File: config.mk
export PLATFORM = sky130hd
export DESIGN_NAME = nixie_two_digit_display_sequencer
export DESIGN_NICKNAME = d
export VERILOG_FILES = /design/src/design/nxseq_pkg.sv /design/src/design/nixie_two_digit_display_sequencer.sv /design/src/design/nxseq_div.sv
export SDC_FILE = /design/constraint.sdc
export NUM_CORES = 1
export LEC_CHECK = 0
export ABC_AREA = 0
export BUFFER_PORTS_ARGS = -buffer_cell sky130_fd_sc_hd__buf_2
export CORE_MARGIN = 3
export CORE_UTILIZATION = 57
export CTS_BUF_LIST = sky130_fd_sc_hd__clkbuf_8
export DETAILED_ROUTE_END_ITERATION = 10
export MAX_ROUTING_LAYER = met4
export PLACE_DENSITY = 0.79
export SYNTH_ARGS = -nofsm -noshare
export SYNTH_HDL_FRONTEND = slang
export SYNTH_SLANG_ARGS = --single-unit
File: constraint.sdc
create_clock -name clk -period 5.9 [get_ports clk]
set_input_delay 1.18 -clock clk [delete_from_list [all_inputs] [get_ports clk]]
set_output_delay 1.18 -clock clk [all_outputs]
set_load 0.02 [all_outputs]
File: src/design/nxseq_pkg.sv
`timescale 1ns / 1ps
// ----------------------------------------------------------------------------
// nxseq_pkg
// Types, codes and helper functions shared by the tube sequencer files.
// ----------------------------------------------------------------------------
package nxseq_pkg;

    // Divider operand width and the fixed dividend of the counter step length
    localparam int          DIV_W          = 16;
    localparam logic [15:0] COUNT_MINUTE_MS = 16'd60000;

    // Anti-poisoning pass
    localparam logic [15:0] SCRUB_STEP_MS  = 16'd50;
    localparam logic [3:0]  SCRUB_STEPS    = 4'd10;
    localparam logic [3:0]  SCRUB_SAT      = 4'd15;
    localparam logic [3:0]  BLANK_DIGIT    = 4'd10;

    // Register indexes
    localparam logic [2:0] REG_CLOCK_MODE     = 3'd0;
    localparam logic [2:0] REG_COUNT_SPEED    = 3'd1;
    localparam logic [2:0] REG_FADE_SELECT    = 3'd2;
    localparam logic [2:0] REG_SCROLL_DIGITS  = 3'd3;
    localparam logic [2:0] REG_DIGIT_ON_MS    = 3'd4;
    localparam logic [2:0] REG_TWELVE_HOUR    = 3'd5;
    localparam logic [2:0] REG_DISPLAY_SELECT = 3'd6;
    localparam logic [2:0] REG_SHOW_SECONDS   = 3'd7;

    // Fade codes
    localparam logic [2:0] FADE_NONE       = 3'd0;
    localparam logic [2:0] FADE_NONE_DELAY = 3'd1;
    localparam logic [2:0] FADE_IN         = 3'd2;
    localparam logic [2:0] FADE_DOWN       = 3'd3;
    localparam logic [2:0] FADE_DOWN_UP    = 3'd4;

    // Display select codes
    localparam logic [1:0] DISP_TIME      = 2'd0;
    localparam logic [1:0] DISP_DAY_MONTH = 2'd1;

    // Colon masks
    localparam logic [1:0] COLON_OFF    = 2'd0;
    localparam logic [1:0] COLON_HOUR   = 2'd1;
    localparam logic [1:0] COLON_MINUTE = 2'd2;
    localparam logic [1:0] COLON_SECOND = 2'd3;

    // Clock display phases
    localparam logic [2:0] PH_HOUR   = 3'd0;
    localparam logic [2:0] PH_ODD1   = 3'd1;
    localparam logic [2:0] PH_MINUTE = 3'd2;
    localparam logic [2:0] PH_ODD3   = 3'd3;
    localparam logic [2:0] PH_SECOND = 3'd4;
    localparam logic [2:0] PH_ODD5   = 3'd5;
    localparam logic [2:0] PH_SCRUB  = 3'd6;

    typedef enum logic [3:0] {
        S_IDLE = 4'b0001,
        S_EVAL = 4'b0010,
        S_DIV  = 4'b0100,
        S_OUT  = 4'b1000
    } state_t;

    // Swapped-nibble BCD: units high, tens low
    function automatic logic [7:0] to_bcd(input logic [5:0] v);
        logic [3:0] tens;
        logic [5:0] units;
        if (v >= 6'd60)      tens = 4'd6;
        else if (v >= 6'd50) tens = 4'd5;
        else if (v >= 6'd40) tens = 4'd4;
        else if (v >= 6'd30) tens = 4'd3;
        else if (v >= 6'd20) tens = 4'd2;
        else if (v >= 6'd10) tens = 4'd1;
        else                 tens = 4'd0;
        units = v - ({2'b00, tens} * 6'd10);
        return {units[3:0], tens};
    endfunction

    // x mod 10 for any 9-bit x through the reciprocal 205/2048
    function automatic logic [3:0] mod10(input logic [8:0] x);
        logic [16:0] prod;
        logic [8:0]  rem;
        prod = {8'b0, x} * 17'd205;
        rem  = x - ({3'b000, prod[16:11]} * 9'd10);
        return rem[3:0];
    endfunction

    // Phase step (phase + 2) mod 7
    function automatic logic [2:0] phase_adv(input logic [2:0] ph);
        logic [2:0] nx;
        case (ph)
            PH_HOUR:   nx = PH_MINUTE;
            PH_ODD1:   nx = PH_ODD3;
            PH_MINUTE: nx = PH_SECOND;
            PH_ODD3:   nx = PH_ODD5;
            PH_SECOND: nx = PH_SCRUB;
            PH_ODD5:   nx = PH_HOUR;
            PH_SCRUB:  nx = PH_ODD1;
            default:   nx = PH_MINUTE;
        endcase
        return nx;
    endfunction

endpackage

File: src/design/nixie_two_digit_display_sequencer.sv
`timescale 1ns / 1ps
// ----------------------------------------------------------------------------
// nixie_two_digit_display_sequencer
// Drives a two-digit tube from millisecond ticks: digit counter or clock.
// ----------------------------------------------------------------------------
// Usage:
//   s_* carries one tick beat: now_ms and the calendar fields. Every accepted
//   tick yields exactly one m_* beat with the digit and colon commands.
//   cfg_* writes one register per beat (index, data); cfg_ready is always
//   high. Write registers only while no tick is in flight.
// Sequence:
//   A tick is accepted only in idle. It is evaluated in S_EVAL and the
//   result is shown in S_OUT. A counter step in count mode first waits in
//   S_DIV while the serial divider computes the 60000/count_speed step
//   length. A new tick is accepted only after the result is taken.
// Reset:
//   rst_n clears registers to their defaults, clock mode, hour phase, an
//   empty timer so the first tick fires, and the snapshot to 1 Jan 00:00:00.
// Stall:
//   While m_tready is low the result holds and s_tready stays low.
// ----------------------------------------------------------------------------
module nixie_two_digit_display_sequencer (
    input  logic        clk,
    input  logic        rst_n,
    // now_ms[31:0], cal_month[35:32], cal_day[40:36], cal_hour[45:41],
    // cal_minute[51:46], cal_second[57:52], zero fill [63:58]
    input  logic [63:0] s_tdata,
    input  logic        s_tvalid,
    output logic        s_tready,
    // digit_write[0], digit_value[8:1], fade_mode[11:9], colon_write[12],
    // colon_mask[14:13], zero fill [15]
    output logic [15:0] m_tdata,
    output logic        m_tvalid,
    input  logic        m_tready,
    input  logic        cfg_valid,
    output logic        cfg_ready,
    input  logic [2:0]  cfg_index,
    input  logic [15:0] cfg_data
);

    nxseq_pkg::state_t state_reg, state_next;

    // configuration
    logic        clock_mode_reg;
    logic [15:0] count_speed_reg;
    logic [2:0]  fade_select_reg;
    logic        scroll_digits_reg;
    logic [15:0] digit_on_ms_reg;
    logic        twelve_hour_reg;
    logic [1:0]  display_select_reg;
    logic        show_seconds_reg;

    // latched tick
    logic [31:0] now_reg;
    logic [3:0]  in_month_reg;
    logic [4:0]  in_day_reg;
    logic [4:0]  in_hour_reg;
    logic [5:0]  in_minute_reg;
    logic [5:0]  in_second_reg;

    // sequencer state
    logic [2:0]  phase_reg, phase_next;
    logic [3:0]  scrub_reg, scrub_next;
    logic [7:0]  shown_reg, shown_next;
    logic [3:0]  snap_month_reg, snap_month_next;
    logic [4:0]  snap_day_reg, snap_day_next;
    logic [4:0]  snap_hour_reg, snap_hour_next;
    logic [5:0]  snap_minute_reg, snap_minute_next;
    logic [5:0]  snap_second_reg, snap_second_next;
    logic [31:0] tstart_reg, tstart_next;
    logic [15:0] tlen_reg, tlen_next;

    // result
    logic        dw_reg, dw_next;
    logic [7:0]  dv_reg, dv_next;
    logic [2:0]  fm_reg, fm_next;
    logic        cw_reg, cw_next;
    logic [1:0]  cm_reg, cm_next;

    logic        div_start;
    logic        div_done;
    logic [15:0] div_quo;

    logic [31:0] elapsed;
    logic        expired;
    logic [3:0]  inc_digit;
    logic [4:0]  hour_adj;
    logic        is_time;
    logic        day_first;
    logic [5:0]  val;
    logic [7:0]  bcd;
    logic [2:0]  ph_work;
    logic [3:0]  scrub_inc;
    logic [3:0]  scrub_digit;

    assign s_tready  = (state_reg == nxseq_pkg::S_IDLE);
    assign m_tvalid  = (state_reg == nxseq_pkg::S_OUT);
    assign m_tdata   = {1'b0, cm_reg, cw_reg, fm_reg, dv_reg, dw_reg};
    assign cfg_ready = 1'b1;

    nxseq_div u_div (
        .clk      (clk),
        .rst_n    (rst_n),
        .start    (div_start),
        .dividend (nxseq_pkg::COUNT_MINUTE_MS),
        .divisor  (count_speed_reg),
        .done     (div_done),
        .quotient (div_quo)
    );

    always_comb
    begin
        elapsed   = now_reg - tstart_reg;
        expired   = (elapsed >= {16'b0, tlen_reg});
        inc_digit = nxseq_pkg::mod10({1'b0, shown_reg} + 9'd1);
        hour_adj  = (twelve_hour_reg && (snap_hour_reg > 5'd12)) ?
                    (snap_hour_reg - 5'd12) : snap_hour_reg;
        is_time   = (display_select_reg == nxseq_pkg::DISP_TIME);
        day_first = (display_select_reg == nxseq_pkg::DISP_DAY_MONTH);
        scrub_inc = (scrub_reg == nxseq_pkg::SCRUB_SAT) ? scrub_reg : (scrub_reg + 4'd1);
        scrub_digit = scroll_digits_reg ? inc_digit : nxseq_pkg::BLANK_DIGIT;

        state_next       = state_reg;
        phase_next       = phase_reg;
        scrub_next       = scrub_reg;
        shown_next       = shown_reg;
        snap_month_next  = snap_month_reg;
        snap_day_next    = snap_day_reg;
        snap_hour_next   = snap_hour_reg;
        snap_minute_next = snap_minute_reg;
        snap_second_next = snap_second_reg;
        tstart_next      = tstart_reg;
        tlen_next        = tlen_reg;
        dw_next          = dw_reg;
        dv_next          = dv_reg;
        fm_next          = fm_reg;
        cw_next          = cw_reg;
        cm_next          = cm_reg;
        div_start        = 1'b0;
        val              = '0;
        ph_work          = phase_reg;
        bcd              = '0;

        unique case (state_reg)
            nxseq_pkg::S_IDLE:
            begin
                if (s_tvalid)
                    state_next = nxseq_pkg::S_EVAL;
            end
            nxseq_pkg::S_EVAL:
            begin
                dw_next    = 1'b0;
                dv_next    = '0;
                fm_next    = nxseq_pkg::FADE_NONE;
                cw_next    = 1'b0;
                cm_next    = nxseq_pkg::COLON_OFF;
                state_next = nxseq_pkg::S_OUT;
                if (!clock_mode_reg)
                begin
                    cw_next = 1'b1;
                    if ((count_speed_reg != 16'd0) && expired)
                    begin
                        // step length comes back from the divider
                        tstart_next = now_reg;
                        div_start   = 1'b1;
                        state_next  = nxseq_pkg::S_DIV;
                        shown_next  = {4'b0, inc_digit};
                        dw_next     = 1'b1;
                        fm_next     = fade_select_reg;
                        dv_next     = {inc_digit, inc_digit};
                    end
                end
                else if (phase_reg == nxseq_pkg::PH_SCRUB)
                begin
                    if (expired)
                    begin
                        tstart_next = now_reg;
                        tlen_next   = nxseq_pkg::SCRUB_STEP_MS;
                        cw_next     = 1'b1;
                        dw_next     = 1'b1;
                        shown_next  = {4'b0, scrub_digit};
                        dv_next     = {scrub_digit, scrub_digit};
                        scrub_next  = scrub_inc;
                        if (scrub_inc >= nxseq_pkg::SCRUB_STEPS)
                        begin
                            // pass done: take a fresh snapshot
                            phase_next       = nxseq_pkg::PH_HOUR;
                            snap_month_next  = in_month_reg;
                            snap_day_next    = in_day_reg;
                            snap_hour_next   = in_hour_reg;
                            snap_minute_next = in_minute_reg;
                            snap_second_next = in_second_reg;
                            tlen_next        = '0;
                        end
                    end
                end
                else if (expired)
                begin
                    scrub_next  = '0;
                    fm_next     = fade_select_reg;
                    tstart_next = now_reg;
                    tlen_next   = digit_on_ms_reg;
                    case (phase_reg)
                        nxseq_pkg::PH_HOUR:
                        begin
                            cm_next = nxseq_pkg::COLON_HOUR;
                            if (fade_select_reg == nxseq_pkg::FADE_DOWN)
                                fm_next = nxseq_pkg::FADE_NONE_DELAY;
                            if (fade_select_reg == nxseq_pkg::FADE_DOWN_UP)
                                fm_next = nxseq_pkg::FADE_IN;
                            if (is_time)
                                val = {1'b0, hour_adj};
                            else if (day_first)
                                val = {1'b0, snap_day_reg};
                            else
                                val = {2'b00, snap_month_reg};
                        end
                        nxseq_pkg::PH_MINUTE:
                        begin
                            cm_next = nxseq_pkg::COLON_MINUTE;
                            if (is_time)
                            begin
                                val = snap_minute_reg;
                                if (!show_seconds_reg)
                                    ph_work = nxseq_pkg::PH_SECOND;
                            end
                            else
                            begin
                                val     = day_first ? {2'b00, snap_month_reg} :
                                                      {1'b0, snap_day_reg};
                                ph_work = nxseq_pkg::PH_SECOND;
                            end
                        end
                        nxseq_pkg::PH_SECOND:
                        begin
                            cm_next = nxseq_pkg::COLON_SECOND;
                            val     = snap_second_reg;
                        end
                        default:
                        begin
                            cm_next = nxseq_pkg::COLON_OFF;
                            val     = '0;
                        end
                    endcase
                    bcd        = nxseq_pkg::to_bcd(val);
                    dw_next    = 1'b1;
                    dv_next    = bcd;
                    cw_next    = 1'b1;
                    shown_next = (ph_work == nxseq_pkg::PH_SECOND) ? 8'd0 : bcd;
                    phase_next = nxseq_pkg::phase_adv(ph_work);
                end
            end
            nxseq_pkg::S_DIV:
            begin
                if (div_done)
                begin
                    tlen_next  = div_quo;
                    state_next = nxseq_pkg::S_OUT;
                end
            end
            nxseq_pkg::S_OUT:
            begin
                if (m_tready)
                    state_next = nxseq_pkg::S_IDLE;
            end
        endcase
    end

    always_ff @(posedge clk or negedge rst_n)
    begin
        if (!rst_n)
        begin
            state_reg       <= nxseq_pkg::S_IDLE;
            phase_reg       <= nxseq_pkg::PH_HOUR;
            scrub_reg       <= '0;
            shown_reg       <= '0;
            snap_month_reg  <= 4'd1;
            snap_day_reg    <= 5'd1;
            snap_hour_reg   <= '0;
            snap_minute_reg <= '0;
            snap_second_reg <= '0;
            tstart_reg      <= '0;
            tlen_reg        <= '0;
        end
        else
        begin
            state_reg       <= state_next;
            phase_reg       <= phase_next;
            scrub_reg       <= scrub_next;
            shown_reg       <= shown_next;
            snap_month_reg  <= snap_month_next;
            snap_day_reg    <= snap_day_next;
            snap_hour_reg   <= snap_hour_next;
            snap_minute_reg <= snap_minute_next;
            snap_second_reg <= snap_second_next;
            tstart_reg      <= tstart_next;
            tlen_reg        <= tlen_next;
        end
    end

    // payload: tick latch and result beat
    always_ff @(posedge clk)
    begin
        if (s_tvalid && s_tready)
        begin
            now_reg       <= s_tdata[31:0];
            in_month_reg  <= s_tdata[35:32];
            in_day_reg    <= s_tdata[40:36];
            in_hour_reg   <= s_tdata[45:41];
            in_minute_reg <= s_tdata[51:46];
            in_second_reg <= s_tdata[57:52];
        end
        dw_reg <= dw_next;
        dv_reg <= dv_next;
        fm_reg <= fm_next;
        cw_reg <= cw_next;
        cm_reg <= cm_next;
    end

    always_ff @(posedge clk or negedge rst_n)
    begin
        if (!rst_n)
        begin
            clock_mode_reg     <= 1'b1;
            count_speed_reg    <= '0;
            fade_select_reg    <= nxseq_pkg::FADE_NONE;
            scroll_digits_reg  <= 1'b0;
            digit_on_ms_reg    <= 16'd1000;
            twelve_hour_reg    <= 1'b0;
            display_select_reg <= nxseq_pkg::DISP_TIME;
            show_seconds_reg   <= 1'b1;
        end
        else if (cfg_valid && cfg_ready)
        begin
            unique case (cfg_index)
                nxseq_pkg::REG_CLOCK_MODE:     clock_mode_reg     <= cfg_data[0];
                nxseq_pkg::REG_COUNT_SPEED:    count_speed_reg    <= cfg_data;
                nxseq_pkg::REG_FADE_SELECT:    fade_select_reg    <= cfg_data[2:0];
                nxseq_pkg::REG_SCROLL_DIGITS:  scroll_digits_reg  <= cfg_data[0];
                nxseq_pkg::REG_DIGIT_ON_MS:    digit_on_ms_reg    <= cfg_data;
                nxseq_pkg::REG_TWELVE_HOUR:    twelve_hour_reg    <= cfg_data[0];
                nxseq_pkg::REG_DISPLAY_SELECT: display_select_reg <= cfg_data[1:0];
                nxseq_pkg::REG_SHOW_SECONDS:   show_seconds_reg   <= cfg_data[0];
                default:                       show_seconds_reg   <= show_seconds_reg;
            endcase
        end
    end

endmodule

File: src/design/nxseq_div.sv
`timescale 1ns / 1ps
// ----------------------------------------------------------------------------
// nxseq_div
// Restoring divider, one quotient bit per cycle, done pulse after the last.
// ----------------------------------------------------------------------------
module nxseq_div (
    input  logic                        clk,
    input  logic                        rst_n,
    input  logic                        start,
    input  logic [nxseq_pkg::DIV_W-1:0] dividend,
    input  logic [nxseq_pkg::DIV_W-1:0] divisor,
    output logic                        done,
    output logic [nxseq_pkg::DIV_W-1:0] quotient
);

    localparam int                      CW   = $clog2(nxseq_pkg::DIV_W);
    localparam logic [CW-1:0]           LAST = CW'(nxseq_pkg::DIV_W - 1);

    logic                          busy_reg;
    logic                          done_reg;
    logic [CW-1:0]                 cnt_reg;
    logic [nxseq_pkg::DIV_W-1:0]   rem_reg;
    logic [nxseq_pkg::DIV_W-1:0]   quo_reg;
    logic [nxseq_pkg::DIV_W-1:0]   dsr_reg;
    logic [nxseq_pkg::DIV_W:0]     shifted;
    logic                          ge;
    logic [nxseq_pkg::DIV_W:0]     diff;
    logic [nxseq_pkg::DIV_W-1:0]   rem_next;
    logic [nxseq_pkg::DIV_W-1:0]   quo_next;

    always_comb
    begin
        shifted  = {rem_reg, quo_reg[nxseq_pkg::DIV_W-1]};
        ge       = (shifted >= {1'b0, dsr_reg});
        diff     = shifted - {1'b0, dsr_reg};
        rem_next = ge ? diff[nxseq_pkg::DIV_W-1:0] : shifted[nxseq_pkg::DIV_W-1:0];
        quo_next = {quo_reg[nxseq_pkg::DIV_W-2:0], ge};
    end

    always_ff @(posedge clk or negedge rst_n)
    begin
        if (!rst_n)
        begin
            busy_reg <= 1'b0;
            done_reg <= 1'b0;
            cnt_reg  <= '0;
        end
        else
        begin
            done_reg <= 1'b0;
            if (start)
            begin
                busy_reg <= 1'b1;
                cnt_reg  <= '0;
            end
            else if (busy_reg)
            begin
                cnt_reg <= cnt_reg + 1'b1;
                if (cnt_reg == LAST)
                begin
                    busy_reg <= 1'b0;
                    done_reg <= 1'b1;
                end
            end
        end
    end

    always_ff @(posedge clk)
    begin
        if (start)
        begin
            rem_reg <= '0;
            quo_reg <= dividend;
            dsr_reg <= divisor;
        end
        else if (busy_reg)
        begin
            rem_reg <= rem_next;
            quo_reg <= quo_next;
        end
    end

    assign done     = done_reg;
    assign quotient = quo_reg;

endmodule

==> results of run 1 <==
placed cells by master, fill, tap and decap left out, types with 11 or more instances in the layout:
master	count
xnor2_1	29
a211o_1	11
mux2i_1	31
ha_1	92
xor2_1	15
o211ai_1	13
edfxtp_1	89
nand3_1	25
nor2_1	100
nor3_1	18
dfstp_2	11
a22o_1	14
nor2b_1	13
nand4_1	13
buf_4	52
o21a_1	13
dfrtp_1	127
a211oi_1	23
inv_1	150
fa_1	16
o221a_2	17
nand2_1	67
nor4_1	16
mux2_2	86
a21o_1	25
nand2b_1	13
mux2_4	21
or2_2	17
dfxtp_1	32
buf_2	97
a21oi_1	70
clkbuf_8	47
o21ai_0	40
metrics by stage:
stage / area [sq um] / total power (W) / worst slack (ns) / instances / hold slack [ns]
after floorplan: 15400 / 0.00727 / 0.0204 / 1426 / 0.424
after global placement: 16500 / 0.00875 / -0.180 / 1853 / 0.442
after detailed placement: 16500 / 0.00901 / -0.341 / 1853 / 0.453
after CTS: 17500 / 0.0109 / -0.128 / 1937 / 0.463
after global routing: 17800 / 0.0120 / -0.348 / 1947 / 0.482
final: 17800 / 0.0111 / -0.0933 / 1947 / 0.450
path summary, 6_finish.rpt:
path                                            startpoint                              to  slack [ns]  cells after the start
worst min register to register  in_second_reg[5]$_DFFE_PP_  snap_second_reg[5]$_DFFE_PN0P_        0.45                      1
worst min-delay path            in_second_reg[5]$_DFFE_PP_  snap_second_reg[5]$_DFFE_PN0P_        0.45                      1
max in group asynchronous                            rst_n        u_div.busy_reg$_DFF_PN0_        4.07                      2
min in group asynchronous                            rst_n       tstart_reg[0]$_DFFE_PN0P_        0.68                      1
worst max-delay path              shown_reg[1]$_DFFE_PN0P_             dv_reg[7]$_DFFE_PN_       -0.09                     27
worst max register to register    shown_reg[1]$_DFFE_PN0P_             dv_reg[7]$_DFFE_PN_       -0.09                     27
kinds of logic after synthesis:
group | after synthesis | share of synthesized area (%)
simple gates | 348 | 11.5
xor+xnor | 50 | 2.85
mux | 141 | 10.7
compound gates | 312 | 14.5
buf+inv | 189 | 5.06
flops | 261 | 44.4
other cells | 2 | 0.0489
fa+ha+maj | 123 | 10.9
what timing repair did:
action / in CTS / in global routing
resized for setup: 24 / 25
pin swaps: 31 / 21
gates cloned: 0 / 3
hold buffers: 0 / 0
endpoints found under the setup margin: 3 / 113
buffers inserted: 5 / 8
final cells by class:
type                    count  area, sq um
clock inverters            33          205
multi-input cells         976         8110
clock buffers              47          647
repair buffers            157         1030
flip-flops and latches    261         6830
well taps                 335          419
inverters                 138          518
fillers                  2005         8520
metal layers:
metal	track usage [%]	vias up	wire, um
met4	8.11	0	1160
li1	-	5491	-
met2	40.0	329	17200
met1	33.8	5643	15800
met3	5.11	78	2070
met5	-	-	0
report_power, final:
group	total [W]	switching [W]	leakage, nW	internal, W
clock	0.00157	0.000736	0.516	0.000830
sequential	0.00299	0.000467	2.78	0.00252
combinational	0.00651	0.00353	4.71	0.00298
total	0.0111	0.00474	8.00	0.00633
==> metrics.md, run 1 <==
| Metric | Value |
|---|---|
| Synth Cell Area | `0.0154 sq mm` |
| FFs w/ async S/R, synth | `53.6%` |
| Worst Path Max Fanout | `4` |
| Leakage | `8.00 nW` |
| TNS Setup | `-0.146 ns` |
| Die Wd | `170 um` |
| Initial Util | `58.5%` |
| Die Height | `170 um` |
| Failing checks | `negative setup slack` |
| Synthesized net count | `1635` |
| VDD IR max | `0.400 mV` |
| Seq/Total Area, Yosys | `44.4%` |
| Slew Limit Fails | `0` |
| Antenna violations before repair | `0` |
| Final period util | `102%` |
| Flops & latches, synth | `261` |
| CTS tree | `yes` |
| Most frequent cells after synthesis | `inv_1, dfrtp_1, ha_1, nor2_1, edfxtp_1` |
| Clock tree root driver cell | `clkbuf_8` |
| Worst EP required | `6.22 ns` |
| Share of cells above drive strength 1 | `27.4%` |
| Number of CTS-inserted buffers | `43` |
| Crit-path max cell delay | `0.53 ns` |
| Worst skew pair latency | `0.58 ns` |
| First-pass GRT wire length | `57700 um` |
| # port buffers | `98` |
| CP Buf/Inv Count | `8` |
| Io pins | `107` |
| Synthesis-to-finish area growth | `15.6%` |
| Layout Skew | `0.0370 ns` |
| Vias in the first global route | `11300` |
| WL/cell | `18.6 um` |
| PwrDens | `623 mW/mm^2` |
| Kind of cell adding the most delay to the critical path | `adder cells` |
| Worst Hold Class | `reg2reg` |
| Worst Setup Path Type | `reg2reg` |
| GP Congestion | `0.949` |
| Number of remaining DRC errors | `0` |
| Top_reg_cell synth | `dfrtp_1` |
| Worst slew pin tran | `1.30 ns` |
| Largest area contributor in the netlist | `dfrtp_1` |
| Critical path launch point type | `register` |
| CTS clk-pin slew, worst paths | `0.07 ns` |
| Die ar. | `0.0290 sq mm` |
| RSZ-0062 raised after global routing | `true` |
| Fin util | `67.6%` |
| Syn Area/Cell | `10.8 sq um` |
| GRT Overall Usage | `25.5%` |
| H-tree depth | `2` |
| Post-route minimum period | `5.99 ns` |
| Crit path capture type | `register` |
| Global route overflow | `0` |
| Synth area leaders | `dfrtp_1, edfxtp_1, ha_1` |
| Slowest CP cell | `fa_1` |
| Slew Limit Headroom | `13.0%` |
| Pin count of the biggest net entering global routing | `104` |
| Hpwl dp | `26400 um` |
| Final hold vios | `0` |
| Status | `complete, but fails checks` |
| Fmax | `167 MHz` |
| Yosys warns | `0` |
| Final ANT Viol Nets | `0` |
| # rows | `59` |
| Max_cap viols | `0` |
| Nets | `1786` |
| 1st-iter DRT viols | `860` |
| Mapped Cells | `1426` |
| Clk sink count | `261` |
| Routed wire length | `36300 um` |
| Via Count | `11500` |
| Yosys cell types | `84` |
| Area share of the largest cell type after synthesis | `21.0%` |
| Worst-case clock buffer depth | `3` |
| DR vias/cell | `5.93` |
| N_diodes | `0` |
| Worst Path Arrival | `6.31 ns` |
| Most frequent cell after synthesis | `inv_1` |
| Detailed Routing Iterations Pass 1 | `5` |
| Core region area | `0.0263 sq mm` |
| Post-synth EDFFs | `89` |
| # setup viols final | `2` |
| Setup slack after layout | `-0.0933 ns` |
No activity file was read; power rests on OpenSTA's default activity.
==> run 2: changes to the inputs <==
Settings changed: ABC_AREA 0 to 1.
==> run 2 against run 1 <==
Effect of this change:
- the flow now finishes without violations
- clock power is 4% higher
- hold slack better by 0.019 ns
- final cell count is 39% higher
- wire length is 5.9% higher
- critical path type unchanged
- critical endpoint unchanged
- highest routed layer unchanged
==> metrics.md, run 2 <==
| Metric | Value |
|---|---|
| Status | `finished, final reports clean` |
| Critical path launch point type | `register` |
| Clock share of power | `16.7%` |
| Mapped Cells | `2172` |
| Synthesized net count | `2381` |
| Post-route minimum period | `5.83 ns` |
| Most frequent cell after synthesis | `nand2_1` |
| PwrDens | `537 mW/mm^2` |
| Most frequent cells in the layout | `nand2_1, inv_1, dfrtp_1` |
| Worst Hold Class | `reg2reg` |
| Worst Setup Path Type | `reg2reg` |
| Reg2reg setup slack | `0.07 ns` |
| Worst Reg2Reg Path Length in Cells | `31` |
| Nets | `2503` |
| Syn Area/Cell | `7.50 sq um` |
| Io pins | `107` |
| Comb pwr share | `55.4%` |
| Share of cells above drive strength 1 | `10.7%` |
| Final ANT Viol Nets | `0` |
| TNS Setup | `0 ns` |
| Clk sink count | `261` |
| Synth Cell Area | `0.0163 sq mm` |
| Final period util | `98.8%` |
| Synthesis-to-finish area growth | `12.5%` |
| Worst skew pair latency | `0.58 ns` |
| Worst EP required | `6.23 ns` |
| Post-route design area | `0.0183 sq mm` |
| WHS | `0.469 ns` |
| R2R Path Start | `shown_reg[1]$_DFFE_PN0P_` |
| Worst Path Arrival | `6.16 ns` |
| Yosys cell types | `57` |
| Seq/Total Area, Yosys | `42.0%` |
| VDD IR max | `0.249 mV` |
| Post-CTS Hold Buffers | `0` |
| Hpwl dp | `29200 um` |
| Die Height | `175 um` |
| Post-synth EDFFs | `89` |
| Most frequent cells after synthesis | `nand2_1, inv_1, dfrtp_1, nand3_1, o21ai_0` |
| WL/cell | `14.2 um` |
| Leakage | `9.86 nW` |
| CTS tree | `yes` |
| Worst-case clock buffer depth | `3` |
| Die ar. | `0.0306 sq mm` |
| DR vias/cell | `5.08` |
| Routed wire length | `38400 um` |
| RSZ-0062 raised after global routing | `true` |
| Via Count | `13800` |
| Most common cell after layout, fill and taps aside | `nand2_1` |
| Part of the power in registers | `27.9%` |
| # rows | `61` |
| Fmax | `172 MHz` |
| Number of remaining DRC errors | `0` |
| Largest area contributor in the netlist | `dfrtp_1` |
| Clock tree root driver cell | `clkbuf_8` |
| Area share of the largest cell type after synthesis | `19.8%` |
| CTS clk-pin slew, worst paths | `0.06 ns` |
| Worst slew pin tran | `0.899 ns` |
| Placed Area | `0.0172 sq mm` |
| Synth area leaders | `dfrtp_1, nand2_1, edfxtp_1` |
| CP startpoint | `shown_reg[1]$_DFFE_PN0P_` |
| Fin util | `65.6%` |
| Worst Path Max Fanout | `3` |
| Slowest CP cell | `fa_1` |
| FFs w/ async S/R, synth | `53.6%` |
| Yosys warns | `0` |
| GP Congestion | `0.930` |
| Internal | `0.00530 W` |
| Slew Limit Fails | `0` |
| Flops & latches, synth | `261` |
| Reg2reg end | `dv_reg[7]$_DFFE_PN_` |
| Vias in the first global route | `13100` |
| Hold path endpoint | `u_div.quotient[15]$_SDFFE_PP1P_` |
| Fillers | `2481` |
| Antenna violations before repair | `0` |
| Crit-path max cell delay | `0.53 ns` |
| Core region area | `0.0279 sq mm` |
| GRT Overall Usage | `25.9%` |
| Top_reg_cell synth | `dfrtp_1` |
| # setup viols final | `0` |
| Layout Skew | `0.0365 ns` |
| Sw Pwr | `0.00453 W` |
| H-tree depth | `2` |
| Hold Crit Start | `u_div.quotient[14]$_SDFFE_PP1P_` |
| Final hold vios | `0` |
| Net Sw Frac | `46.1%` |
| Detailed Routing Iterations Pass 1 | `5` |
| N_diodes | `0` |
| Initial Util | `58.3%` |
| Die Wd | `175 um` |
| Max_cap viols | `0` |
| First-pass GRT wire length | `63300 um` |
| Global route overflow | `0` |
| Pin count of the biggest net entering global routing | `82` |
| # port buffers | `98` |
| Worst hold path depth | `2` |
| 1st-iter DRT viols | `910` |
| Number of CTS-inserted buffers | `44` |
| Crit path capture type | `register` |
| Slew Limit Headroom | `39.9%` |
| Most frequent CP cell | `nand2_1` |
[run 2: kinds of logic after synthesis]
logic type | share of synthesized area, %
AOI/OAI and AO/OA | 7.67
xor gates and xnor gates | 2.37
DFF | 42.0
other | 0.0461
and+or+nand+nor | 27.1
adders and majority gates | 10.1
buffers and inverters | 10.7
[run 2: layout make-up]
class,count,area (sq um),share of cell area [%]
Clock buffer,52,716,3.91
Clock inverter,29,188,1.02
Inverter,402,1510,8.24
Multi-Input combinational cell,1460,7890,43.1
Sequential cell,261,6830,37.3
Tap cell,378,473,2.58
Timing Repair Buffer,125,711,3.88
[run 2: worst max-delay path: cells and delay by family (launching register included)]
kind            cells  cell delay (ns)
xor+xnor            3             0.71
fa+ha+maj           7             2.56
compound gates      1             0.10
buf+inv             5             0.39
simple gates       15             1.46
flops               1             0.37
[run 2: layer usage]
metal  part of all wire, %  wire length (um)  GRT usage, %
met1                    47             18000          35.7
met2                    45             17400          40.1
met5                     0                 0             -
met3                   5.1              1960          3.98
met4                   2.7              1030          7.65
[run 2: what timing repair did]
action,4_1_cts,5_1_grt
endpoints found under the hold margin,0,0
pin swaps,3,28
endpoints found under the setup margin,3,4
buffers inserted,1,4
resized for setup,4,34
[run 2: worst max path at each step]
stage / to / cells past startpoint
detailed placement: dv_reg[7]$_DFFE_PN_ / 31
floorplan: dv_reg[7]$_DFFE_PN_ / 31
finish: dv_reg[7]$_DFFE_PN_ / 31
global placement: dv_reg[7]$_DFFE_PN_ / 31
global route: dv_reg[7]$_DFFE_PN_ / 31
CTS: dv_reg[7]$_DFFE_PN_ / 31
[run 2: power groups by stage]
| stage | logic [W] | registers [W] | clock network (W) |
|---|---|---|---|
| floorplan | 0.00394 | 0.00273 | 0 |
| global placement | 0.00505 | 0.00275 | 0 |
| detailed placement | 0.00519 | 0.00276 | 0 |
| CTS | 0.00524 | 0.00274 | 0.00168 |
| global route | 0.00626 | 0.00280 | 0.00176 |
| finish | 0.00545 | 0.00274 | 0.00164 |
[run 2: stage by stage]
stage	std cells	setup WS [ns]	power (W)
floorplan	2172	0.154	0.00667
global placement	2621	-0.0388	0.00780
detailed placement	2621	-0.194	0.00795
CTS	2703	0.000252	0.00966
global route	2707	-0.281	0.0108
finish	2707	0.0706	0.00983
